`config.mk`:
```
export PLATFORM = sky130hd
export DESIGN_NAME = held_key_tracker
export DESIGN_NICKNAME = d
export VERILOG_FILES = /design/src/hdl/hkt_pkg.sv /design/src/hdl/hkt_front.sv /design/src/hdl/hkt_queue.sv /design/src/hdl/hkt_back.sv /design/src/hdl/held_key_tracker.sv
export SDC_FILE = /design/constraint.sdc
export NUM_CORES = 1
export LEC_CHECK = 0
export BUFFER_PORTS_ARGS = -buffer_cell sky130_fd_sc_hd__buf_2
export CAP_MARGIN = 10
export CORE_MARGIN = 2
export CORE_UTILIZATION = 30
export DETAILED_ROUTE_END_ITERATION = 10
export GPL_TIMING_DRIVEN = 0
export PLACE_DENSITY_LB_ADDON = 0.3
export SYNTH_ARGS = -nofsm -noshare
export SYNTH_HDL_FRONTEND = slang
export SYNTH_SLANG_ARGS = --single-unit
export TNS_END_PERCENT = 30
```
`constraint.sdc`:
```
create_clock -name clk -period 10.95 [get_ports clk]
set_input_delay 0.5475 -clock clk [delete_from_list [all_inputs] [get_ports clk]]
set_output_delay 0.5475 -clock clk [all_outputs]
set_load 0.01 [all_outputs]
```
`src/hdl/hkt_pkg.sv`:
```
// hkt_pkg: shared constants, command codes and the queued word type
// for the held key tracker; no dependencies

package hkt_pkg;

  // held-key table size and slot index width
  localparam int HELD_SLOTS = 8;
  localparam int SLOT_W     = (HELD_SLOTS > 1) ? $clog2(HELD_SLOTS) : 1;

  // front to back queue depth
  localparam int QUEUE_DEPTH = 2;
  localparam int QPTR_W      = (QUEUE_DEPTH > 1) ? $clog2(QUEUE_DEPTH) : 1;
  localparam int QCNT_W      = $clog2(QUEUE_DEPTH + 1);

  // key code arithmetic
  localparam logic [7:0] CODE_OFFSET = 8'd8;
  localparam logic [7:0] NARROW_MASK = 8'h7f;
  localparam logic [7:0] FREE_CODE   = 8'hff;

  // input command codes
  localparam logic [1:0] CMD_DOWN   = 2'd0;
  localparam logic [1:0] CMD_UP     = 2'd1;
  localparam logic [1:0] CMD_ALL_UP = 2'd2;
  localparam logic [1:0] CMD_OTHER  = 2'd3;

  // work the back part carries out for one word
  typedef enum logic [1:0] {
    OP_PASS,
    OP_DOWN,
    OP_UP,
    OP_ALL_UP
  } op_t;

  // classified word as it travels through the queue
  typedef struct packed {
    op_t         op;
    logic [7:0]  code;
    logic        is_release;
    logic [31:0] event_time;
  } item_t;

  // queue status seen by the top level and the back part
  typedef struct packed {
    logic empty;
    logic full;
  } q_status_t;

endpackage

```
`src/hdl/hkt_front.sv`:
```
// hkt_front: holds the tracking mode register, classifies each input word
// and forms its key code; depends on hkt_pkg

module hkt_front import hkt_pkg::*; (
  input  logic        clk,
  input  logic        rst_n,
  input  logic        cfg_we,
  input  logic        cfg_wdata,
  input  logic        accept,
  input  logic [1:0]  in_command,
  input  logic [7:0]  in_key_value,
  input  logic [31:0] in_event_time,
  output logic        push,
  output item_t       push_item
);

  logic       tracking_mode_r;
  logic [7:0] raw;
  op_t        op;

  // tracking mode register
  always_ff @(posedge clk) begin
    if (!rst_n) begin
      tracking_mode_r <= 1'b1;
    end else if (cfg_we) begin
      tracking_mode_r <= cfg_wdata;
    end
  end

  // mask the raw value outside tracking mode
  assign raw = tracking_mode_r ? in_key_value : (in_key_value & NARROW_MASK);

  // decide the table operation
  always_comb begin
    op = OP_PASS;
    if (tracking_mode_r) begin
      unique case (in_command)
        CMD_DOWN:   op = OP_DOWN;
        CMD_UP:     op = OP_UP;
        CMD_ALL_UP: op = OP_ALL_UP;
        CMD_OTHER:  op = OP_PASS;
        default:    op = OP_PASS;
      endcase
    end
  end

  // word for the queue
  assign push                 = accept;
  assign push_item.op         = op;
  assign push_item.code       = raw + CODE_OFFSET;
  assign push_item.is_release = (in_command == CMD_UP);
  assign push_item.event_time = in_event_time;

endmodule

```
`src/hdl/hkt_queue.sv`:
```
// hkt_queue: short queue of classified words between front and back
// parts; depends on hkt_pkg

module hkt_queue import hkt_pkg::*; (
  input  logic      clk,
  input  logic      rst_n,
  input  logic      push,
  input  item_t     push_item,
  input  logic      pop,
  output item_t     pop_item,
  output q_status_t status
);

  item_t              entries_r [QUEUE_DEPTH];
  logic [QPTR_W-1:0]  wr_ptr_r;
  logic [QPTR_W-1:0]  rd_ptr_r;
  logic [QCNT_W-1:0]  count_r;
  logic               do_push;
  logic               do_pop;

  assign status.empty = (count_r == '0);
  assign status.full  = (count_r == QCNT_W'(QUEUE_DEPTH));
  assign do_push      = push && !status.full;
  assign do_pop       = pop && !status.empty;
  assign pop_item     = entries_r[rd_ptr_r];

  // pointer and count update
  always_ff @(posedge clk) begin
    if (!rst_n) begin
      wr_ptr_r <= '0;
      rd_ptr_r <= '0;
      count_r  <= '0;
    end else begin
      if (do_push) begin
        wr_ptr_r <= (wr_ptr_r == QPTR_W'(QUEUE_DEPTH - 1)) ? '0 : wr_ptr_r + 1'b1;
      end
      if (do_pop) begin
        rd_ptr_r <= (rd_ptr_r == QPTR_W'(QUEUE_DEPTH - 1)) ? '0 : rd_ptr_r + 1'b1;
      end
      if (do_push && !do_pop) begin
        count_r <= count_r + 1'b1;
      end else if (do_pop && !do_push) begin
        count_r <= count_r - 1'b1;
      end
    end
  end

  // entry storage
  always_ff @(posedge clk) begin
    if (do_push) begin
      entries_r[wr_ptr_r] <= push_item;
    end
  end

endmodule

```
`src/hdl/hkt_back.sv`:
```
// hkt_back: held-key table and slot scan sequencer that carries out each
// queued word and drives the result strobe; depends on hkt_pkg

module hkt_back import hkt_pkg::*; (
  input  logic        clk,
  input  logic        rst_n,
  input  q_status_t   q_status,
  input  item_t       q_item,
  output logic        pop,
  output logic        out_strobe,
  output logic [7:0]  out_key_code,
  output logic        out_is_release,
  output logic [31:0] out_time_out,
  output logic        out_last
);

  typedef enum logic [1:0] {
    S_IDLE,
    S_SCAN,
    S_EMIT
  } state_t;

  state_t                state_r;
  item_t                 cur_r;
  logic [SLOT_W-1:0]     idx_r;
  logic [HELD_SLOTS-1:0] valid_r;
  logic [7:0]            keys_r [HELD_SLOTS];
  logic                  out_strobe_r;
  logic [7:0]            out_key_code_r;
  logic                  out_is_release_r;
  logic [31:0]           out_time_out_r;
  logic                  out_last_r;

  logic [HELD_SLOTS:0]   above;
  logic                  none_above;
  logic                  at_end;
  logic                  slot_valid;
  logic                  slot_match;

  // slot status at the scan index
  assign above      = {1'b0, valid_r} >> idx_r;
  assign none_above = (above[HELD_SLOTS:1] == '0);
  assign at_end     = (idx_r == SLOT_W'(HELD_SLOTS - 1));
  assign slot_valid = valid_r[idx_r];
  assign slot_match = slot_valid && (keys_r[idx_r] == cur_r.code);

  assign pop = (state_r == S_IDLE) && !q_status.empty;

  // sequencer, table and registered result
  always_ff @(posedge clk) begin
    if (!rst_n) begin
      state_r      <= S_IDLE;
      idx_r        <= '0;
      valid_r      <= '0;
      out_strobe_r <= 1'b0;
    end else begin
      out_strobe_r <= 1'b0;
      unique case (state_r)
        S_IDLE: begin
          if (!q_status.empty) begin
            cur_r   <= q_item;
            idx_r   <= '0;
            state_r <= (q_item.op == OP_PASS) ? S_EMIT : S_SCAN;
          end
        end
        S_SCAN: begin
          unique case (cur_r.op)
            OP_DOWN: begin
              if (!slot_valid) begin
                valid_r[idx_r] <= 1'b1;
                keys_r[idx_r]  <= cur_r.code;
                state_r        <= S_EMIT;
              end else if (at_end) begin
                state_r <= S_EMIT;
              end else begin
                idx_r <= idx_r + 1'b1;
              end
            end
            OP_UP: begin
              if (slot_match) begin
                valid_r[idx_r] <= 1'b0;
                keys_r[idx_r]  <= FREE_CODE;
                state_r        <= S_EMIT;
              end else if (at_end) begin
                state_r <= S_EMIT;
              end else begin
                idx_r <= idx_r + 1'b1;
              end
            end
            OP_ALL_UP: begin
              if (slot_valid) begin
                out_strobe_r     <= 1'b1;
                out_key_code_r   <= keys_r[idx_r];
                out_is_release_r <= 1'b1;
                out_time_out_r   <= cur_r.event_time;
                out_last_r       <= none_above;
                valid_r[idx_r]   <= 1'b0;
                keys_r[idx_r]    <= FREE_CODE;
              end
              if (none_above || at_end) begin
                state_r <= S_IDLE;
              end else begin
                idx_r <= idx_r + 1'b1;
              end
            end
            default: begin
              state_r <= S_EMIT;
            end
          endcase
        end
        S_EMIT: begin
          out_strobe_r     <= 1'b1;
          out_key_code_r   <= cur_r.code;
          out_is_release_r <= cur_r.is_release;
          out_time_out_r   <= cur_r.event_time;
          out_last_r       <= 1'b1;
          state_r          <= S_IDLE;
        end
        default: begin
          state_r <= S_IDLE;
        end
      endcase
    end
  end

  assign out_strobe     = out_strobe_r;
  assign out_key_code   = out_key_code_r;
  assign out_is_release = out_is_release_r;
  assign out_time_out   = out_time_out_r;
  assign out_last       = out_last_r;

endmodule

```
`src/hdl/held_key_tracker.sv`:
```
// held_key_tracker: top level joining the classifying front, the word
// queue and the table back part; depends on hkt_pkg and its submodules
//
//   channel  ports                                      handshake
//   input    in_command, in_key_value, in_event_time    start && !busy
//   result   out_key_code, out_is_release,              out_strobe, one cycle
//            out_time_out, out_last
//   config   cfg_wdata (tracking_mode)                  cfg_we
//
// a word is taken into a two-word queue on the cycle it is accepted; busy is
// high only while that queue is full.
// the back part pops a word only while idle; a plain word then gives its
// result from the emit state, a key down or key up scans up to HELD_SLOTS
// slots before its result, and an all keys up scan gives one release per
// held slot, for up to HELD_SLOTS slots.
// reset clears the queue, the held-slot valid bits and sets tracking mode.
// results are never held back: the receiver takes every strobed result.

module held_key_tracker import hkt_pkg::*; (
  input  logic        clk,
  input  logic        rst_n,
  input  logic        start,
  output logic        busy,
  input  logic [1:0]  in_command,
  input  logic [7:0]  in_key_value,
  input  logic [31:0] in_event_time,
  output logic        out_strobe,
  output logic [7:0]  out_key_code,
  output logic        out_is_release,
  output logic [31:0] out_time_out,
  output logic        out_last,
  input  logic        cfg_we,
  input  logic        cfg_wdata
);

  logic      accept;
  logic      push;
  item_t     push_item;
  logic      pop;
  item_t     pop_item;
  q_status_t q_status;

  assign busy   = q_status.full;
  assign accept = start && !busy;

  // classify incoming words
  hkt_front u_front (
    .clk           (clk),
    .rst_n         (rst_n),
    .cfg_we        (cfg_we),
    .cfg_wdata     (cfg_wdata),
    .accept        (accept),
    .in_command    (in_command),
    .in_key_value  (in_key_value),
    .in_event_time (in_event_time),
    .push          (push),
    .push_item     (push_item)
  );

  // queue between the two parts
  hkt_queue u_queue (
    .clk       (clk),
    .rst_n     (rst_n),
    .push      (push),
    .push_item (push_item),
    .pop       (pop),
    .pop_item  (pop_item),
    .status    (q_status)
  );

  // table scan and results
  hkt_back u_back (
    .clk            (clk),
    .rst_n          (rst_n),
    .q_status       (q_status),
    .q_item         (pop_item),
    .pop            (pop),
    .out_strobe     (out_strobe),
    .out_key_code   (out_key_code),
    .out_is_release (out_is_release),
    .out_time_out   (out_time_out),
    .out_last       (out_last)
  );

endmodule
```
==> reports/qor.txt <==
Final Max Tran Viols: 0
Max-cap violations: 0
Sink Count: 258
Crit-path max FO: 10
Pin count of the biggest net entering global routing: 29
Row count: 67
RSZ-0062 raised after global routing: false
Drt total wl: 20600 um
Initial Util: 30.4%
Total track usage: 11.6%
Reg2reg path depth: 8
Critical path startpoint category: flop
Reg power frac: 48.6%
Net Switching: 0.000714 W
Worst setup endpoint: u_back.keys_r[1][6]
CP endpoint kind: flop
Cell variety after synth: 66
Die height: 188 um
Skew-Pair Late Insertion Delay: 0.54 ns
Most frequent cells in the layout: 235 x edfxtp_1, 91 x buf_2, 52 x mux2_2, 37 x nand2_1, 28 x clkbuf_16
Top FF cell, synth: edfxtp_1
Final global-route overflow total: 0
Fill count: 3129
CTS Buffer Depth: 3
Worst reg2reg setup slack: 7.33 ns
Seq cells post-synth: 258
Comb pwr share: 16.9%
Pwr/cell area: 222 mW/mm2
Wirelength per Cell: 17.3 um
DRT Pass-1 Iters: 4
IO Pins: 91
CTS tree: built
Min-Delay Path Class: input pin to flop
Worst slew pin tran: 1.01 ns
Final Skew: 0.0177 ns
Vias per cell: 4.47
H-tree depth: 1
P_int: 0.00202 W
First-pass GRT wire length: 31900 um
Yosys warnings: 0
Placer Congestion: 0.792
Netlist Area Pre-Place: 0.0102 mm2
Via count: 5332
Fin cells: 1192
Sequential area share after synthesis: 73.9%
Syn-to-layout area delta: 20.8%
Post-DP HPWL: 13900 um
Max Fclk: 276 MHz
Status: complete, no violations
Clk slew on worst S/H paths: 0.06 ns
Post-CTS Setup Inserts: 0
Antenna Nets Post-Route: 0
Final setup violation count: 0
Worst endpoint data arrival time: 3.77 ns
TritonCTS Buffers: 28
Die area: 0.0354 mm2
Critical path class: flop to flop
Core area: 0.0334 mm2
Number of DRC markers in iteration 0: 296
Hold slack final: 0.189 ns
Worst hold start: in_event_time[9]
Tmin final: 3.62 ns
Vias in the first global route: 5584
Max VDD drop: 0.150 mV
Root Buffer: clkbuf_16
Finished Core Util: 36.8%
Antenna violations before repair: 7
Final Hold Vio Count: 0
Async S/R FF share, synth: 0%
Leakage: 4.17 nW
Drt drc: 0
Post-CTS resize count: 0
Syn_nets: 655
Fin Setup TNS: 0 ns
Layout cells sized above 1: 30.9%
Hold buffers post-CTS: 0
Clock network power share: 34.5%
Post-synth EDFFs: 235
Synthesized instance count: 593
Port-buffer cells: 89
CP Data Required Time: 11.10 ns
FF-to-FF End: u_back.keys_r[1][6]
Commonest non-fill, non-tap cell in the layout: edfxtp_1
# nets final: 782
Rel. slew slack: 32.2%
Fin crit share: 33.1%
Avg Inst Size Synth: 17.2 um2
Switching share of power: 26.1%
DP Cell Count: 1137
Die X: 188 um
registers in the layout, summed over array words and instances, names as in the netlist, named ones only:
| name | count |
|---|---|
| u_queue.wr_ptr_r | 1 |
| u_back.out_strobe | 1 |
| u_back.state_r | 2 |
| u_back.out_key_code | 8 |
| u_queue.count_r | 2 |
| u_back.idx_r | 3 |
| u_back.cur_r | 43 |
| u_queue.entries_r | 86 |
| u_back.out_time_out | 32 |
| u_front.tracking_mode_r | 1 |
| u_queue.rd_ptr_r | 1 |
| u_back.out_is_release | 1 |
| u_back.keys_r | 64 |
| u_back.out_last | 1 |
worst max-delay path: stages (launching register included):
cell	delay, ns
dfxtp_1	0.46
buf_6	0.22
mux4_2	0.50
mux2i_1	0.21
xnor2_1	0.23
nand4_1	0.21
nor4_4	0.35
nor3_2	0.21
nor3_2	0.84
Yosys cell counts, types with 3 or more instances:
| library cell | instances | area share [%] |
|---|---|---|
| mux2i_1 | 18 | 1.8 |
| xor2_1 | 6 | 0.52 |
| nor3_1 | 9 | 0.44 |
| o22ai_1 | 4 | 0.25 |
| a21oi_1 | 4 | 0.20 |
| nand2b_1 | 12 | 0.74 |
| ha_1 | 15 | 1.8 |
| clkbuf_1 | 14 | 0.52 |
| edfxtp_1 | 235 | 69 |
| o31ai_1 | 8 | 0.59 |
| inv_1 | 18 | 0.66 |
| or3_1 | 7 | 0.43 |
| a22o_1 | 4 | 0.34 |
| o21ai_0 | 12 | 0.59 |
| buf_6 | 3 | 0.33 |
| a211oi_1 | 3 | 0.22 |
| mux4_2 | 6 | 1.3 |
| nand2_1 | 37 | 1.4 |
| and3_1 | 3 | 0.18 |
| o21bai_1 | 3 | 0.22 |
| dfxtp_1 | 23 | 4.5 |
| mux2_2 | 52 | 5.8 |
| nand3_1 | 11 | 0.54 |
| nor2_1 | 24 | 0.89 |
| and2_1 | 4 | 0.25 |
| nand4_1 | 3 | 0.18 |
| a41o_1 | 3 | 0.30 |
through the flow:
stage                     power, W  instance area [um2]  setup WS (ns)
final                      0.00273                12300           7.33
after global routing       0.00286                12300           7.13
after CTS                  0.00277                12300           7.03
after detailed placement   0.00182                11400           7.05
after global placement     0.00179                11200           5.73
after floorplan            0.00164                10200           7.53
power groups by stage:
stage | Clock (W) | Combinational (W) | Sequential, W
2_1_floorplan | 0 | 0.000278 | 0.00136
3_3_place_gp | 0 | 0.000434 | 0.00136
3_5_place_dp | 0 | 0.000469 | 0.00135
4_1_cts | 0.000967 | 0.000472 | 0.00133
5_1_grt | 0.00101 | 0.000513 | 0.00134
6_report | 0.000942 | 0.000462 | 0.00133
worst min path at each step:
stage,end,slack [ns],cells past startpoint
2_1_floorplan,u_back.out_time_out[0],0.40,0
5_1_grt,u_queue.entries_r[0][9],0.16,1
6_report,u_queue.entries_r[0][9],0.19,1
3_3_place_gp,u_back.out_time_out[13],0.40,0
4_1_cts,u_queue.entries_r[0][11],0.16,1
3_5_place_dp,u_back.out_time_out[5],0.41,0
layer usage:
metal / vias up / wire length, um / GRT usage [%]
li1: 2547 / - / -
met1: 2624 / 8940 / 14.8
met2: 121 / 9580 / 19.0
met3: 32 / 1730 / 4.15
met4: 8 / 351 / 2.94
met5: - / 51 / 0
cell type report:
| class | instances | area [um2] | share of cell area [%] |
|---|---|---|---|
| multi-input combinational | 294 | 2510 | 20.4 |
| clock buffer | 33 | 719 | 5.85 |
| inverter | 18 | 67.6 | 0.549 |
| tap | 448 | 561 | 4.56 |
| clock inverter | 19 | 211 | 1.72 |
| timing repair buffer | 97 | 563 | 4.58 |
| sequential | 258 | 7520 | 61.1 |
| buffer | 23 | 144 | 1.17 |
| antenna | 2 | 5.00 | 0.0407 |
logic make-up after synthesis:
group           Yosys count  synth area share (%)
compound gates           58                  4.34
xor+xnor                 10                  1.01
fa+ha+maj                15                  1.84
buf+inv                  41                  2.08
flops                   258                  73.9
mux                      82                  10.1
simple gates            129                  6.77
No activity file was read; power rests on OpenSTA's default activity.
